### config.mk
export PLATFORM = sky130hd
export DESIGN_NAME = slew_limited_dac_ramp
export DESIGN_NICKNAME = d
export VERILOG_FILES = /design/src/design/sdr_pkg.sv /design/src/design/sdr_csr.sv /design/src/design/sdr_serial_mul.sv /design/src/design/sdr_serial_div.sv /design/src/design/slew_limited_dac_ramp.sv
export SDC_FILE = /design/constraint.sdc
export NUM_CORES = 2
export LEC_CHECK = 0
export ABC_AREA = 0
export ABC_CLOCK_PERIOD_IN_PS = 31300
export BUFFER_PORTS_ARGS = -buffer_cell sky130_fd_sc_hd__buf_2
export CAP_MARGIN = 20
export CORE_UTILIZATION = 65
export CTS_BUF_LIST = sky130_fd_sc_hd__clkbuf_2
export CTS_CLUSTER_SIZE = 10
export DETAILED_ROUTE_END_ITERATION = 12
export PLACE_DENSITY_LB_ADDON = 0.05
export SLEW_MARGIN = 25
export SYNTH_ARGS = -nofsm -noshare
export SYNTH_HDL_FRONTEND = slang
export SYNTH_HIERARCHICAL = 1
export SYNTH_SLANG_ARGS = --single-unit
### constraint.sdc
create_clock -name clock -period 31.3 [get_ports clock]
set_clock_uncertainty 0.2 [all_clocks]
set_input_delay 1.565 -clock clock [delete_from_list [all_inputs] [get_ports clock]]
set_output_delay 1.565 -clock clock [all_outputs]
set_load 0.1 [all_outputs]
### src/design/sdr_pkg.sv
// shared types, constants and helpers for the slew limited dac ramp
`timescale 1ns / 1ps

package sdr_pkg;

   localparam int VOLT_W     = 20;
   localparam int OFFSET_W   = 21;
   localparam int TIME_W     = 32;
   localparam int CODE_W     = 12;
   localparam int CSR_DATA_W = 32;
   localparam int CSR_ADDR_W = 5;

   localparam logic [VOLT_W-1:0] US_PER_SECOND = 20'd1000000;

   localparam logic [VOLT_W-1:0]   RST_V_MIN           = 20'd0;
   localparam logic [VOLT_W-1:0]   RST_V_MAX           = 20'd327680;
   localparam logic [VOLT_W-1:0]   RST_SLEW_RATE       = 20'd131072;
   localparam logic [VOLT_W-1:0]   RST_UPDATE_INTERVAL = 20'd2000;
   localparam logic [OFFSET_W-1:0] RST_CAL_OFFSET      = 21'd0;
   localparam logic [VOLT_W-1:0]   RST_CAL_GAIN_RECIP  = 20'd65536;
   localparam logic [VOLT_W-1:0]   RST_CODE_PER_VOLT   = 20'd209664;
   localparam logic [VOLT_W-1:0]   RST_MIN_STEP        = 20'd80;

   typedef enum logic [2:0] {
      CSR_V_MIN           = 3'd0,
      CSR_V_MAX           = 3'd1,
      CSR_SLEW_RATE       = 3'd2,
      CSR_UPDATE_INTERVAL = 3'd3,
      CSR_CAL_OFFSET      = 3'd4,
      CSR_CAL_GAIN_RECIP  = 3'd5,
      CSR_CODE_PER_VOLT   = 3'd6,
      CSR_MIN_STEP        = 3'd7
   } csr_index_type;

   typedef struct packed {
      logic [VOLT_W-1:0]          v_min;
      logic [VOLT_W-1:0]          v_max;
      logic [VOLT_W-1:0]          slew_rate;
      logic [VOLT_W-1:0]          update_interval;
      logic signed [OFFSET_W-1:0] cal_offset;
      logic [VOLT_W-1:0]          cal_gain_recip;
      logic [VOLT_W-1:0]          code_per_volt;
      logic [VOLT_W-1:0]          min_step;
   } cfg_type;

   typedef enum logic [3:0] {
      ST_IDLE,
      ST_EVAL,
      ST_SLEW_MUL,
      ST_SLEW_DIV,
      ST_APPLY,
      ST_CODE,
      ST_GAIN_MUL,
      ST_SCALE_MUL,
      ST_FINISH
   } state_type;

   // low bound is tested first, so with an inverted range a value below lo gives lo and any other gives hi
   function automatic logic [VOLT_W-1:0] clamp_volts(input logic [VOLT_W-1:0] v,
                                                      input logic [VOLT_W-1:0] lo,
                                                      input logic [VOLT_W-1:0] hi);
      logic [VOLT_W-1:0] r;
      priority if (v < lo) begin
         r = lo;
      end else if (v > hi) begin
         r = hi;
      end else begin
         r = v;
      end
      return r;
   endfunction

endpackage

### src/design/sdr_csr.sv
// apb register file holding the ramp and conversion settings
`timescale 1ns / 1ps

module sdr_csr
   import sdr_pkg::*;
(
   input  logic                  clock,
   input  logic                  reset,
   input  logic                  csr_psel,
   input  logic                  csr_penable,
   input  logic                  csr_pwrite,
   input  logic [CSR_ADDR_W-1:0] csr_paddr,
   input  logic [CSR_DATA_W-1:0] csr_pwdata,
   output logic [CSR_DATA_W-1:0] csr_prdata,
   output logic                  csr_pready,
   output cfg_type               cfg
);

   cfg_type       cfg_ff, cfg_in;
   csr_index_type index;
   logic          wr_en;

   assign index      = csr_index_type'(csr_paddr[CSR_ADDR_W-1:2]);
   assign wr_en      = csr_psel && csr_penable && csr_pwrite;
   assign csr_pready = 1'b1;
   assign cfg        = cfg_ff;

   always_comb begin
      cfg_in = cfg_ff;
      if (wr_en) begin
         unique case (index)
            CSR_V_MIN:           cfg_in.v_min           = csr_pwdata[VOLT_W-1:0];
            CSR_V_MAX:           cfg_in.v_max           = csr_pwdata[VOLT_W-1:0];
            CSR_SLEW_RATE:       cfg_in.slew_rate       = csr_pwdata[VOLT_W-1:0];
            CSR_UPDATE_INTERVAL: cfg_in.update_interval = csr_pwdata[VOLT_W-1:0];
            CSR_CAL_OFFSET:      cfg_in.cal_offset      = csr_pwdata[OFFSET_W-1:0];
            CSR_CAL_GAIN_RECIP:  cfg_in.cal_gain_recip  = csr_pwdata[VOLT_W-1:0];
            CSR_CODE_PER_VOLT:   cfg_in.code_per_volt   = csr_pwdata[VOLT_W-1:0];
            CSR_MIN_STEP:        cfg_in.min_step        = csr_pwdata[VOLT_W-1:0];
         endcase
      end
   end

   always_comb begin
      unique case (index)
         CSR_V_MIN:           csr_prdata = CSR_DATA_W'(cfg_ff.v_min);
         CSR_V_MAX:           csr_prdata = CSR_DATA_W'(cfg_ff.v_max);
         CSR_SLEW_RATE:       csr_prdata = CSR_DATA_W'(cfg_ff.slew_rate);
         CSR_UPDATE_INTERVAL: csr_prdata = CSR_DATA_W'(cfg_ff.update_interval);
         CSR_CAL_OFFSET:      csr_prdata = CSR_DATA_W'(unsigned'(cfg_ff.cal_offset));
         CSR_CAL_GAIN_RECIP:  csr_prdata = CSR_DATA_W'(cfg_ff.cal_gain_recip);
         CSR_CODE_PER_VOLT:   csr_prdata = CSR_DATA_W'(cfg_ff.code_per_volt);
         CSR_MIN_STEP:        csr_prdata = CSR_DATA_W'(cfg_ff.min_step);
      endcase
   end

   always_ff @(posedge clock) begin
      if (reset) begin
         cfg_ff.v_min           <= RST_V_MIN;
         cfg_ff.v_max           <= RST_V_MAX;
         cfg_ff.slew_rate       <= RST_SLEW_RATE;
         cfg_ff.update_interval <= RST_UPDATE_INTERVAL;
         cfg_ff.cal_offset      <= RST_CAL_OFFSET;
         cfg_ff.cal_gain_recip  <= RST_CAL_GAIN_RECIP;
         cfg_ff.code_per_volt   <= RST_CODE_PER_VOLT;
         cfg_ff.min_step        <= RST_MIN_STEP;
      end else begin
         cfg_ff <= cfg_in;
      end
   end

endmodule

### src/design/sdr_serial_mul.sv
// shift-add multiplier taking one multiplier bit per cycle
`timescale 1ns / 1ps

module sdr_serial_mul #(
   parameter int A_W = 20,
   parameter int B_W = 32
) (
   input  logic               clock,
   input  logic               reset,
   input  logic               start,
   input  logic [A_W-1:0]     a,
   input  logic [B_W-1:0]     b,
   output logic               done,
   output logic [A_W+B_W-1:0] product
);

   localparam int P_W   = A_W + B_W;
   localparam int CNT_W = $clog2(B_W);

   logic [P_W-1:0]   prod_ff, prod_in;
   logic [CNT_W-1:0] cnt_ff, cnt_in;
   logic             busy_ff, busy_in;
   logic             done_ff, done_in;
   logic [A_W:0]     sum;

   assign done    = done_ff;
   assign product = prod_ff;

   always_comb begin
      sum     = {1'b0, prod_ff[P_W-1:B_W]} + (prod_ff[0] ? {1'b0, a} : '0);
      prod_in = prod_ff;
      cnt_in  = cnt_ff;
      busy_in = busy_ff;
      done_in = 1'b0;
      if (start) begin
         prod_in = {{A_W{1'b0}}, b};
         cnt_in  = '0;
         busy_in = 1'b1;
      end else if (busy_ff) begin
         prod_in = {sum, prod_ff[B_W-1:1]};
         cnt_in  = cnt_ff + 1'b1;
         if (cnt_ff == CNT_W'(B_W - 1)) begin
            busy_in = 1'b0;
            done_in = 1'b1;
         end
      end
   end

   always_ff @(posedge clock) begin
      if (reset) begin
         cnt_ff  <= '0;
         busy_ff <= 1'b0;
         done_ff <= 1'b0;
      end else begin
         cnt_ff  <= cnt_in;
         busy_ff <= busy_in;
         done_ff <= done_in;
      end
   end

   always_ff @(posedge clock) begin
      prod_ff <= prod_in;
   end

endmodule

### src/design/sdr_serial_div.sv
// restoring divider producing one quotient bit per cycle
`timescale 1ns / 1ps

module sdr_serial_div #(
   parameter int N_W = 52,
   parameter int D_W = 20
) (
   input  logic           clock,
   input  logic           reset,
   input  logic           start,
   input  logic [N_W-1:0] dividend,
   input  logic [D_W-1:0] divisor,
   output logic           done,
   output logic [N_W-1:0] quotient
);

   localparam int CNT_W = $clog2(N_W);

   logic [N_W-1:0]   quo_ff, quo_in;
   logic [D_W-1:0]   rem_ff, rem_in;
   logic [CNT_W-1:0] cnt_ff, cnt_in;
   logic             busy_ff, busy_in;
   logic             done_ff, done_in;
   logic [D_W:0]     trial;
   logic [D_W:0]     diff;
   logic             ge;

   assign done     = done_ff;
   assign quotient = quo_ff;

   always_comb begin
      trial   = {rem_ff, quo_ff[N_W-1]};
      diff    = trial - {1'b0, divisor};
      ge      = (trial >= {1'b0, divisor});
      quo_in  = quo_ff;
      rem_in  = rem_ff;
      cnt_in  = cnt_ff;
      busy_in = busy_ff;
      done_in = 1'b0;
      if (start) begin
         quo_in  = dividend;
         rem_in  = '0;
         cnt_in  = '0;
         busy_in = 1'b1;
      end else if (busy_ff) begin
         quo_in = {quo_ff[N_W-2:0], ge};
         rem_in = ge ? diff[D_W-1:0] : trial[D_W-1:0];
         cnt_in = cnt_ff + 1'b1;
         if (cnt_ff == CNT_W'(N_W - 1)) begin
            busy_in = 1'b0;
            done_in = 1'b1;
         end
      end
   end

   always_ff @(posedge clock) begin
      if (reset) begin
         cnt_ff  <= '0;
         busy_ff <= 1'b0;
         done_ff <= 1'b0;
      end else begin
         cnt_ff  <= cnt_in;
         busy_ff <= busy_in;
         done_ff <= done_in;
      end
   end

   always_ff @(posedge clock) begin
      quo_ff <= quo_in;
      rem_ff <= rem_in;
   end

endmodule

### src/design/slew_limited_dac_ramp.sv
// top level of the slew limited voltage ramp with dac code conversion
//
// req channel: one tick per transfer, timestamp in microseconds and a target
// voltage (Q4.16). rsp channel: exactly one result per tick with the updated
// and write_strobe flags, the dac code and the present voltage.
// csr port: apb style, eight 20 bit registers (the offset 21 bit) at byte addresses
// 4*i, pready is always high; write only while no tick is in flight.
// one tick at a time. a tick that does not reach the update interval goes
// straight to the dac code; an updating tick with a nonzero slew rate first
// forms its step, one with a zero slew rate moves to the target at once. the
// two code multiplies are skipped when the corrected voltage is not above
// zero. the step size is formed by a bit serial 20x32 multiply and a bit
// serial divide by one million; the dac code by two bit serial multiplies.
// req_stall is high while a tick is in work and drops as the result is loaded.
// a finished result waits in the output register while rsp_stall is high;
// the next tick can be taken meanwhile and stops before its result until the
// register is free.
// reset (synchronous) clears the ramp state to zero volts, marks the dac as
// never written and loads the register defaults.
`timescale 1ns / 1ps

module slew_limited_dac_ramp
   import sdr_pkg::*;
#(
   parameter int DAC_CODE_BITS = 12
) (
   input  logic                  clock,
   input  logic                  reset,
   input  logic                  req_valid,
   output logic                  req_stall,
   input  logic [TIME_W-1:0]     req_now_us,
   input  logic [VOLT_W-1:0]     req_target_volts,
   output logic                  rsp_valid,
   input  logic                  rsp_stall,
   output logic                  rsp_updated,
   output logic                  rsp_write_strobe,
   output logic [CODE_W-1:0]     rsp_dac_code,
   output logic [VOLT_W-1:0]     rsp_current_volts,
   input  logic                  csr_psel,
   input  logic                  csr_penable,
   input  logic                  csr_pwrite,
   input  logic [CSR_ADDR_W-1:0] csr_paddr,
   input  logic [CSR_DATA_W-1:0] csr_pwdata,
   output logic [CSR_DATA_W-1:0] csr_prdata,
   output logic                  csr_pready
);

   localparam int STEP_W  = VOLT_W + TIME_W;
   localparam int D_W     = VOLT_W + 2;
   localparam int GAIN_W  = (D_W - 1) + VOLT_W;
   localparam int SCALE_W = GAIN_W + VOLT_W;
   localparam int FRAC_W  = 40;
   localparam int RND_W   = SCALE_W - FRAC_W + 1;
   localparam logic [RND_W-1:0] MaxCode = RND_W'((1 << DAC_CODE_BITS) - 1);

   cfg_type cfg;

   state_type state_ff, state_in;

   logic [TIME_W-1:0] now_ff, now_in;
   logic [VOLT_W-1:0] req_ff, req_in;
   logic [VOLT_W-1:0] target_ff, target_in;
   logic [VOLT_W-1:0] current_ff, current_in;
   logic [VOLT_W-1:0] last_wr_ff, last_wr_in;
   logic              written_ff, written_in;
   logic [TIME_W-1:0] last_time_ff, last_time_in;
   logic              upd_ff, upd_in;
   logic              strobe_ff, strobe_in;
   logic              code_zero_ff, code_zero_in;

   logic              rsp_valid_ff, rsp_valid_in;
   logic              rsp_updated_ff, rsp_updated_in;
   logic              rsp_strobe_ff, rsp_strobe_in;
   logic [CODE_W-1:0] rsp_code_ff, rsp_code_in;
   logic [VOLT_W-1:0] rsp_volts_ff, rsp_volts_in;

   // control from the sequencer
   logic accept, slew_start, div_start, gain_start, scale_start, load_out;

   logic [TIME_W-1:0]  elapsed;
   logic               skip;
   logic               slew_zero;
   logic               out_free;
   logic               slew_done, div_done, gain_done, scale_done;
   logic [STEP_W-1:0]  slew_prod, step_quo;
   logic [GAIN_W-1:0]  gain_prod;
   logic [SCALE_W-1:0] scale_prod;

   logic signed [D_W-1:0] d_full;
   logic                  d_pos;

   logic              up;
   logic [VOLT_W-1:0] err_mag;
   logic              step_big;
   logic              partial;
   logic [VOLT_W-1:0] next_raw, next_val, wr_diff;
   logic              do_write;
   logic [RND_W-1:0]  rounded, code_sat;

   sdr_csr u_csr (
      .clock       (clock),
      .reset       (reset),
      .csr_psel    (csr_psel),
      .csr_penable (csr_penable),
      .csr_pwrite  (csr_pwrite),
      .csr_paddr   (csr_paddr),
      .csr_pwdata  (csr_pwdata),
      .csr_prdata  (csr_prdata),
      .csr_pready  (csr_pready),
      .cfg         (cfg)
   );

   sdr_serial_mul #(.A_W(VOLT_W), .B_W(TIME_W)) u_slew_mul (
      .clock   (clock),
      .reset   (reset),
      .start   (slew_start),
      .a       (cfg.slew_rate),
      .b       (elapsed),
      .done    (slew_done),
      .product (slew_prod)
   );

   sdr_serial_div #(.N_W(STEP_W), .D_W(VOLT_W)) u_step_div (
      .clock    (clock),
      .reset    (reset),
      .start    (div_start),
      .dividend (slew_prod),
      .divisor  (US_PER_SECOND),
      .done     (div_done),
      .quotient (step_quo)
   );

   sdr_serial_mul #(.A_W(D_W - 1), .B_W(VOLT_W)) u_gain_mul (
      .clock   (clock),
      .reset   (reset),
      .start   (gain_start),
      .a       (d_full[D_W-2:0]),
      .b       (cfg.cal_gain_recip),
      .done    (gain_done),
      .product (gain_prod)
   );

   sdr_serial_mul #(.A_W(GAIN_W), .B_W(VOLT_W)) u_scale_mul (
      .clock   (clock),
      .reset   (reset),
      .start   (scale_start),
      .a       (gain_prod),
      .b       (cfg.code_per_volt),
      .done    (scale_done),
      .product (scale_prod)
   );

   // shared datapath terms
   always_comb begin
      elapsed   = now_ff - last_time_ff;
      skip      = elapsed < TIME_W'(cfg.update_interval);
      slew_zero = (cfg.slew_rate == '0);
      out_free  = !rsp_valid_ff || !rsp_stall;
      d_full    = $signed({2'b00, current_ff}) - $signed({cfg.cal_offset[OFFSET_W-1],
                                                          cfg.cal_offset});
      d_pos     = !d_full[D_W-1] && (d_full != '0);

      up       = target_ff > current_ff;
      err_mag  = up ? target_ff - current_ff : current_ff - target_ff;
      step_big = |step_quo[STEP_W-1:VOLT_W];
      partial  = !slew_zero && !step_big && (err_mag > step_quo[VOLT_W-1:0]);
      if (partial) begin
         next_raw = up ? current_ff + step_quo[VOLT_W-1:0]
                       : current_ff - step_quo[VOLT_W-1:0];
      end else begin
         next_raw = target_ff;
      end
      next_val = clamp_volts(next_raw, cfg.v_min, cfg.v_max);
      wr_diff  = (next_val >= last_wr_ff) ? next_val - last_wr_ff : last_wr_ff - next_val;
      do_write = !written_ff || (wr_diff >= cfg.min_step);

      rounded  = {1'b0, scale_prod[SCALE_W-1:FRAC_W]} + RND_W'(scale_prod[FRAC_W-1]);
      code_sat = (rounded > MaxCode) ? MaxCode : rounded;
   end

   // next state
   always_comb begin
      state_in = state_ff;
      unique case (state_ff)
         ST_IDLE: begin
            if (req_valid) state_in = ST_EVAL;
         end
         ST_EVAL: begin
            priority if (skip) begin
               state_in = ST_CODE;
            end else if (slew_zero) begin
               state_in = ST_APPLY;
            end else begin
               state_in = ST_SLEW_MUL;
            end
         end
         ST_SLEW_MUL: begin
            if (slew_done) state_in = ST_SLEW_DIV;
         end
         ST_SLEW_DIV: begin
            if (div_done) state_in = ST_APPLY;
         end
         ST_APPLY: begin
            state_in = ST_CODE;
         end
         ST_CODE: begin
            state_in = d_pos ? ST_GAIN_MUL : ST_FINISH;
         end
         ST_GAIN_MUL: begin
            if (gain_done) state_in = ST_SCALE_MUL;
         end
         ST_SCALE_MUL: begin
            if (scale_done) state_in = ST_FINISH;
         end
         ST_FINISH: begin
            if (out_free) state_in = ST_IDLE;
         end
         default: begin
            state_in = ST_IDLE;
         end
      endcase
   end

   // sequencer outputs
   always_comb begin
      req_stall   = (state_ff != ST_IDLE);
      accept      = (state_ff == ST_IDLE) && req_valid;
      slew_start  = (state_ff == ST_EVAL) && !skip && !slew_zero;
      div_start   = (state_ff == ST_SLEW_MUL) && slew_done;
      gain_start  = (state_ff == ST_CODE) && d_pos;
      scale_start = (state_ff == ST_GAIN_MUL) && gain_done;
      load_out    = (state_ff == ST_FINISH) && out_free;
   end

   // ramp state and result register
   always_comb begin
      now_in       = now_ff;
      req_in       = req_ff;
      target_in    = target_ff;
      current_in   = current_ff;
      last_wr_in   = last_wr_ff;
      written_in   = written_ff;
      last_time_in = last_time_ff;
      upd_in       = upd_ff;
      strobe_in    = strobe_ff;
      code_zero_in = code_zero_ff;

      rsp_valid_in   = rsp_valid_ff && rsp_stall;
      rsp_updated_in = rsp_updated_ff;
      rsp_strobe_in  = rsp_strobe_ff;
      rsp_code_in    = rsp_code_ff;
      rsp_volts_in   = rsp_volts_ff;

      if (accept) begin
         now_in = req_now_us;
         req_in = req_target_volts;
      end
      if (state_ff == ST_EVAL) begin
         target_in = clamp_volts(req_ff, cfg.v_min, cfg.v_max);
         upd_in    = 1'b0;
         strobe_in = 1'b0;
      end
      if (state_ff == ST_APPLY) begin
         current_in   = next_val;
         last_time_in = now_ff;
         upd_in       = 1'b1;
         strobe_in    = do_write;
         if (do_write) begin
            last_wr_in = next_val;
            written_in = 1'b1;
         end
      end
      if (state_ff == ST_CODE) begin
         code_zero_in = !d_pos;
      end
      if (load_out) begin
         rsp_valid_in   = 1'b1;
         rsp_updated_in = upd_ff;
         rsp_strobe_in  = strobe_ff;
         rsp_code_in    = code_zero_ff ? '0 : code_sat[CODE_W-1:0];
         rsp_volts_in   = current_ff;
      end
   end

   always_ff @(posedge clock) begin
      if (reset) begin
         state_ff     <= ST_IDLE;
         target_ff    <= '0;
         current_ff   <= '0;
         last_wr_ff   <= '0;
         written_ff   <= 1'b0;
         last_time_ff <= '0;
         rsp_valid_ff <= 1'b0;
      end else begin
         state_ff     <= state_in;
         target_ff    <= target_in;
         current_ff   <= current_in;
         last_wr_ff   <= last_wr_in;
         written_ff   <= written_in;
         last_time_ff <= last_time_in;
         rsp_valid_ff <= rsp_valid_in;
      end
   end

   always_ff @(posedge clock) begin
      now_ff         <= now_in;
      req_ff         <= req_in;
      upd_ff         <= upd_in;
      strobe_ff      <= strobe_in;
      code_zero_ff   <= code_zero_in;
      rsp_updated_ff <= rsp_updated_in;
      rsp_strobe_ff  <= rsp_strobe_in;
      rsp_code_ff    <= rsp_code_in;
      rsp_volts_ff   <= rsp_volts_in;
   end

   assign rsp_valid         = rsp_valid_ff;
   assign rsp_updated       = rsp_updated_ff;
   assign rsp_write_strobe  = rsp_strobe_ff;
   assign rsp_dac_code      = rsp_code_ff;
   assign rsp_current_volts = rsp_volts_ff;

endmodule
Yosys cells after proc, flatten, opt, wreduce, memory -nomap -nowiden. Index checks and enable logic that the tools add are counted.

Bits in latches: 0. Bits in writable memories: 0. Register bits after elaboration: 603. Bits in read-only memories: 0. Memories: 0. Output and inout bits: 69. Input port bits: 96.

Equal/unequal tests: 25. Mux-type cells: 51. Reduce and logical (&&, ||, !) cells: 52. Add/subtract/negate cells: 17. Div/mod/pow operators: 0. Bitwise operators: 4. Multiply operators: 0. Shifts and indexed selects: 0. Order comparisons: 11.

Operator list (count): $mux W20 (14); $pmux W32 S8 (1); $mux W52 (2); $sub A20 B20 Y20 (5); $gt A20 B20 Y1 (4); $mux W32 (2); $add A41 B41 Y42 (1); $mux W41 (1); $ge A20 B20 Y1 (2); $lt A20 B20 Y1 (2); $pmux W4 S9 (1); $lt A32 B20 Y1 (1); $reduce_or A32 Y1 (1); $sub A32 B32 Y32 (1); $mux W4 (7); $add A21 B1 Y22 (1); $add A21 B21 Y22 (1); $gt A22 B12 Y1 const B (1); $reduce_bool A22 Y1 (1); $sub A21 B21 Y22 (1); $add A20 B20 Y21 (1); $ge A21 B20 Y1 const B (1); $mux W21 (1); $add A20 B20 Y20 (1); 30 further kinds (106).

Longest topological paths before layout.
Word-level depth: 13. Mapped depth: 63. Depth with buffers taken out: 54.

By module. The synthesis kept the hierarchy.

By module, submodules not included: slew_limited_dac_ramp (seq. area each 4624.4 um2, area an instance 19691.4 um2, times used 1, cells each 2481); sdr_csr (seq. area each 3223.1 um2, area an instance 7392.1 um2, times used 1, cells each 951); sdr_serial_mul (u_scale_mul) (seq. area each 1561.5 um2, area an instance 5103.6 um2, times used 1, cells each 612); sdr_serial_div (seq. area each 2122.0 um2, area an instance 4605.7 um2, times used 1, cells each 415); sdr_serial_mul (u_slew_mul) (seq. area each 1501.4 um2, area an instance 3428.3 um2, times used 1, cells each 325); sdr_serial_mul (u_gain_mul) (seq. area each 1161.1 um2, area an instance 3120.5 um2, times used 1, cells each 326).

Worst setup path after synthesis. OpenSTA, ideal clock, no wires.

Path kind: flip-flop to flip-flop. Start point: register current_ff[1]. End point: register strobe_ff (data pin). Data arrival time: 11.638 ns. Library setup time: 0.293 ns. Slack: 19.169 ns. Buffers on the path: 7. Cell stages (with the launch flop): 55. Path through: dfxtp_1 > inv_1 > fa_1 > a21o_1 > a21oi_2 > o221a_2 > o21ai_1 > a221o_1 > a31oi_4 > mux2_2 > a22o_1 > a31oi_2 > xnor2_1 > ha_1 > nand4_1 > nor3_2 > a211o_1 > o31ai_2 > (+19 left out) > a21oi_1 > o31a_1 > buf_4 > mux2i_1 > o221ai_1 > nand2_1 > o211ai_1 > xor2_1 > ha_1 > nand4_1 > nor2_1 > a2111oi_0 > o211ai_1 > o221a_2 > o21ai_0 > inv_1 > clkbuf_1 > clkbuf_1.

Longest elaborated chain between the ends: 13. Elaborated cells on any way between the ends: 21.

Ends and longest elaborated chain: start: declaration (line slew_limited_dac_ramp.sv:63) `logic [VOLT_W-1:0] current_ff, current_in;`; start signal: assignment (line slew_limited_dac_ramp.sv:297) `current_ff <= current_in;`; $sub A20 B20 Y20 or $gt A20 B20 Y1 (tied branches) (line slew_limited_dac_ramp.sv:164, slew_limited_dac_ramp.sv:163); $mux W20 (line slew_limited_dac_ramp.sv:164) `err_mag = up ? target_ff - current_ff : current_ff - target_ff;`; $gt A20 B20 Y1 (line slew_limited_dac_ramp.sv:166) `partial = !slew_zero && !step_big && (err_mag > step_quo[VOLT_W-1:0]);`; $logic_and A1 B1 Y1 (line slew_limited_dac_ramp.sv:166); $mux W20 * (line slew_limited_dac_ramp.sv:167) `if (partial) begin`; $gt A20 B20 Y1 (line sdr_pkg.sv:65) `end else if (v > hi) begin`; $mux W20 (line sdr_pkg.sv:65); $mux W20 * (line sdr_pkg.sv:63) `priority if (v < lo) begin`; named net next_val[7] (line slew_limited_dac_ramp.sv:96) `logic [VOLT_W-1:0] next_raw, next_val, wr_diff;`; $sub A20 B20 Y20 or $ge A20 B20 Y1 (tied branches) (line slew_limited_dac_ramp.sv:174) `wr_diff = (next_val >= last_wr_ff) ? next_val - last_wr_ff : last_wr_ff - next_val;`; $mux W20 * (line slew_limited_dac_ramp.sv:174); $ge A20 B20 Y1 * (line slew_limited_dac_ramp.sv:175) `do_write = !written_ff || (wr_diff >= cfg.min_step);`; $logic_or A1 B1 Y1 * (line slew_limited_dac_ramp.sv:175); $mux W1 * (line slew_limited_dac_ramp.sv:263) `if (state_ff == ST_APPLY) begin`; end signal: assignment (line slew_limited_dac_ramp.sv:309) `strobe_ff <= strobe_in;`; end: declaration (line slew_limited_dac_ramp.sv:68) `logic strobe_ff, strobe_in;`.

The timed path passes the listed nets; every way through them passes the cells marked *. A chain may end at the register's enable or synchronous reset.

Worst setup path in the final report.
Start point: register current_ff[1]. End point: register last_wr_ff[6].

Longest elaborated chain between the ends: 13. Elaborated cells on any way between the ends: 21.

Ends and longest elaborated chain: $sub A20 B20 Y20 or $gt A20 B20 Y1 (tied branches) (line slew_limited_dac_ramp.sv:164, slew_limited_dac_ramp.sv:163); $mux W20 (line slew_limited_dac_ramp.sv:164); $gt A20 B20 Y1 (line slew_limited_dac_ramp.sv:166); $logic_and A1 B1 Y1 (line slew_limited_dac_ramp.sv:166); $mux W20 * (line slew_limited_dac_ramp.sv:167); $gt A20 B20 Y1 (line sdr_pkg.sv:65); $mux W20 (line sdr_pkg.sv:65); $mux W20 * (line sdr_pkg.sv:63); named net next_val[7] (line slew_limited_dac_ramp.sv:96); $sub A20 B20 Y20 or $ge A20 B20 Y1 (tied branches) (line slew_limited_dac_ramp.sv:174); $mux W20 * (line slew_limited_dac_ramp.sv:174); $ge A20 B20 Y1 * (line slew_limited_dac_ramp.sv:175); $logic_or A1 B1 Y1 * (line slew_limited_dac_ramp.sv:175); $reduce_and A2 Y1 (no source line) *; end signal: assignment (line slew_limited_dac_ramp.sv:298) `last_wr_ff <= last_wr_in;`; end: declaration (line slew_limited_dac_ramp.sv:64) `logic [VOLT_W-1:0] last_wr_ff, last_wr_in;`.

Marks and branches as above.

==> run_results.csv <==
group,metric,value,unit
status,status,"finished, final reports clean",
synthesis,synth.yosys.seq_area_share,0.327,
setup_path,required,32.25,ns
placed_design,dp_hpwl,100000,um
timing,timing.final.ws_setup,14.72,ns
power_and_ir_drop,swShare,0.491,
timing,rsz0062_at_grt,"no",
global_route,use_met2,0.601,
clock_tree,cts-buffers-inserted,161,
clock_tree,cts_root_buf,"clkbuf_2",
finish,final_net_count,5706,
floorplanning,io_pins,165,
synthesis,synth.avg_cell_area,8.48,sq um
synthesis,synth_edf_count,212,
global_route,use_met3,0.0764,
detailed_routing,vias,39000,
setup_path,path_class,"flop to flop",
global_route,grt_remaining_overflow,0,
floorplanning,core_area,65900,sq um
timing,holdWs,0.155,ns
detailed_routing,wl_per_cell,21.6,um
finish,drive_above_1_share,0.137,
power_and_ir_drop,p_int,2.33,mW
setup_path,crit_fanout,39,
synthesis,syn_inst,5110,
synthesis,ys.flop_type,"dfxtp_1",
setup_path,end_kind,"flop",
finish,synthToLayoutAreaGrowth,5.90,%
setup_path,crit_arrival,17.54,ns
finish,multiInputGateArea,26600,sq um
finish,final_core_util,0.697,
timing,setup_viol,0,
finish,fillers,5541,
synthesis,ys_ff_latch,603,
clock_tree,cts_tree,"yes",
global_route,grt_pass1_vias,35800,
clock_tree,path_clk_slew,0.10,ns
synthesis,synth_area_leaders,"dfxtp_1 (18%), edfxtp_1 (15%), ha_1 (11%)",
synthesis,netlist_area,43300,sq um
floorplanning,start_util,0.658,
placed_design,dp_slack,15.28,ns
hold_path,hold_class,"input port to flop",
clock_tree,postCtsSetupRepairBufs,0,
synthesis,post-synth-top-area-cell,"dfxtp_1",
detailed_routing,drt_first_iter_violations,4365,
setup_path,startpoint_type,"flop",
power_and_ir_drop,p_per_area,99.8,nW/um^2
detailed_routing,drc,0,
power_and_ir_drop,power_frac_seq,0.223,
timing,maxSlewViolCount,0,
power_and_ir_drop,clockPowerShare,0.127,
power_and_ir_drop,vdd_ir_drop_max,146,uV
finish,regArea,14200,sq um
power_and_ir_drop,pwr-share-comb,0.650,
power_and_ir_drop,power.leakage,19.0,nW
timing,max_freq,60.3,MHz
clock_tree,cts_hold_buf,0,
floorplanning,fp.dieW,260,um
detailed_routing,ant_nets,0,
synthesis,synth_warnings,6,
flow_run,cap_violations,0,
placed_design,gp_congestion,0.993,
floorplanning,rows,94,
global_route,grt_max_degree,194,
timing,tightest_slew,1.06,ns
global_route,grt_busiest_layer,"met2",
timing,finalCriticalPeriod,16.58,ns
power_and_ir_drop,power.switching,2.25,mW
timing,hold_violations,0,
placed_design,port_buffers,139,
timing,setup_tns,0,ns
global_route,antenna_found_initial,7,
global_route,grt_pass1_wl,202000,um
timing,fin_crit_sh,0.530,
clock_tree,clock_sinks,603,
floorplanning,die_h,260,um
setup_path,cp_common_cell,"ha_1",
synthesis,yosysUniqueCellTypes,117,
timing,slew_headroom,0.278,
global_route,grtUsageTotal,0.386,
setup_path,crit_path_max_incr_delay,0.93,ns
global_route,use_met1,0.509,
detailed_routing,via_per_inst,6.28,
detailed_routing,wirelength,134000,um
synthesis,async_flop_share,0,
synthesis,synth_top_area_share,0.181,
detailed_routing,firstDrtPassIters,8,
clock_tree,max-clock-path-buffers,3,
clock_tree,clk_latency,1.40,ns
floorplanning,die-area,67700,sq um
setup_path,worst_path_max_delay_cell,"a2111oi_0",
clock_tree,cts_resized,0,
clock_tree,cts.htree.levels,4,
-- cell type report --
class | count | area share
Antenna cell | 7 | 0.000382
Inverter | 369 | 0.0302
Clock inverter | 49 | 0.00643
Tap cell | 864 | 0.0236
Multi-Input combinational cell | 3886 | 0.580
Sequential cell | 603 | 0.309
Clock buffer | 248 | 0.0270
Timing Repair Buffer | 182 | 0.0228
-- cell usage in the layout (no fill, tap or decap), types with 21 or more instances in the layout --
master,synthesis,routed
nand2_1,657,657
a21oi_1,505,503
ha_1,396,396
dfxtp_1,391,391
inv_1,366,364
nor2_1,323,321
clkbuf_2,0,248
edfxtp_1,212,212
o21ai_0,186,185
mux2_2,147,147
buf_2,65,138
a21o_1,120,120
mux2i_1,118,118
xnor2_1,114,114
and2_1,107,106
nand4_1,101,101
nand3_1,99,99
xor2_1,77,77
nor3_1,74,72
a211oi_1,45,45
a31oi_1,42,42
buf_4,15,41
o211ai_1,38,38
nand2b_1,37,37
nor2b_1,38,37
o21a_1,37,37
and3_1,38,34
o21ai_1,34,34
conb_1,4,33
nor4_1,32,32
nand3b_1,32,32
a221oi_1,28,28
o21bai_1,27,27
or2_2,26,26
o311ai_0,26,26
clkinv_1,2,26
or3_1,25,25
a22o_1,21,21
-- power groups by stage --
stage / combinational [mW] / clock [mW] / sequential (mW)
after floorplan: 2.24 / 0 / 0.988
after global placement: 2.83 / 0 / 1.03
after detailed placement: 2.88 / 0 / 1.04
after CTS: 2.90 / 0.594 / 1.02
after global routing: 3.21 / 0.633 / 1.03
final: 2.98 / 0.582 / 1.02
-- cell families (layout without fill, tap and decap cells) --
group           Yosys count  in the layout  share of synthesized area
simple gates           1651           1651                      0.182
compound gates         1330           1330                      0.202
buf+inv                 650            848                     0.0618
flops                   603            603                      0.327
fa+ha+maj               407            407                      0.119
mux                     274            274                     0.0685
xor+xnor                191            191                     0.0386
other cells               4             40                   0.000346
-- final timing paths --
path	startpoint	endpoint	slack, ns	cells after the start
worst max-delay path	current_ff[1]	last_wr_ff[6]	14.72	50
worst min-delay path	req_now_us[6]	now_ff[6]	0.15	1
worst max register to register	current_ff[1]	last_wr_ff[6]	14.72	50
worst min register to register	upd_ff	rsp_updated	0.25	0
-- through the flow --
stage | instances | power [mW] | area [sq um]
2_1_floorplan | 5139 | 3.23 | 43500
3_3_place_gp | 5903 | 3.86 | 44300
3_5_place_dp | 5903 | 3.92 | 44300
4_1_cts | 6200 | 4.51 | 45900
5_1_grt | 6205 | 4.87 | 45900
6_report | 6208 | 4.58 | 45900
-- cells in the mapped netlist (14+ instances only) --
library cell    n
o21a_1         37
a211oi_1       45
a21o_1        120
dfxtp_1       391
a31oi_1        42
a21oi_1       505
o311ai_0       26
clkbuf_1      176
a221oi_1       28
edfxtp_1      212
or3_1          25
o21ai_0       186
a31o_2         14
a2111oi_0      14
xor2_1         77
or2_2          26
o21ai_1        34
o21bai_1       27
a22o_1         21
nand4_1       101
o211ai_1       38
nand2b_1       37
nor2b_1        38
o221ai_1       14
xnor2_1       114
and2_1        107
inv_1         366
a221oi_2       17
nand3b_1       32
and3_1         38
buf_2          65
ha_1          396
o31ai_1        17
a211o_1        15
nor4_1         32
mux2i_1       118
nor2_1        323
nand2_1       657
nor3_1         74
buf_1          14
buf_4          15
mux2_2        147
nand3_1        99
-- state kept, by name, summed over array words and instances, names as in the netlist, 6 cells and up --
register	flops
u_slew_mul/product	52
u_csr/cfg	161
u_step_div/rem_ff	20
current_ff	20
now_ff	32
u_gain_mul/product	41
u_scale_mul/product	61
target_ff	20
u_step_div/quotient	52
rsp_current_volts	20
last_wr_ff	20
last_time_ff	32
req_ff	20
rsp_dac_code	12
u_step_div/cnt_ff	6
-- worst max-delay path: cells and delay by family (launching register included) --
family                     cells  cell delay (ns)
AOI/OAI and AO/OA             28             8.98
xor gates and xnor gates       2             0.45
DFF                            1             0.57
muxes                          3             1.08
adders and majority gates      5             1.92
and+or+nand+nor                8             1.91
buffers and inverters          4             1.23
-- per-layer routing --
| metal | up-vias | part of all wire |
|---|---|---|
| met5 | - | 0.00021 |
| met3 | 372 | 0.096 |
| met1 | 18200 | 0.41 |
| met4 | 4 | 0.049 |
| li1 | 18600 | - |
| met2 | 1820 | 0.44 |
No activity file was read; power rests on OpenSTA's default activity.
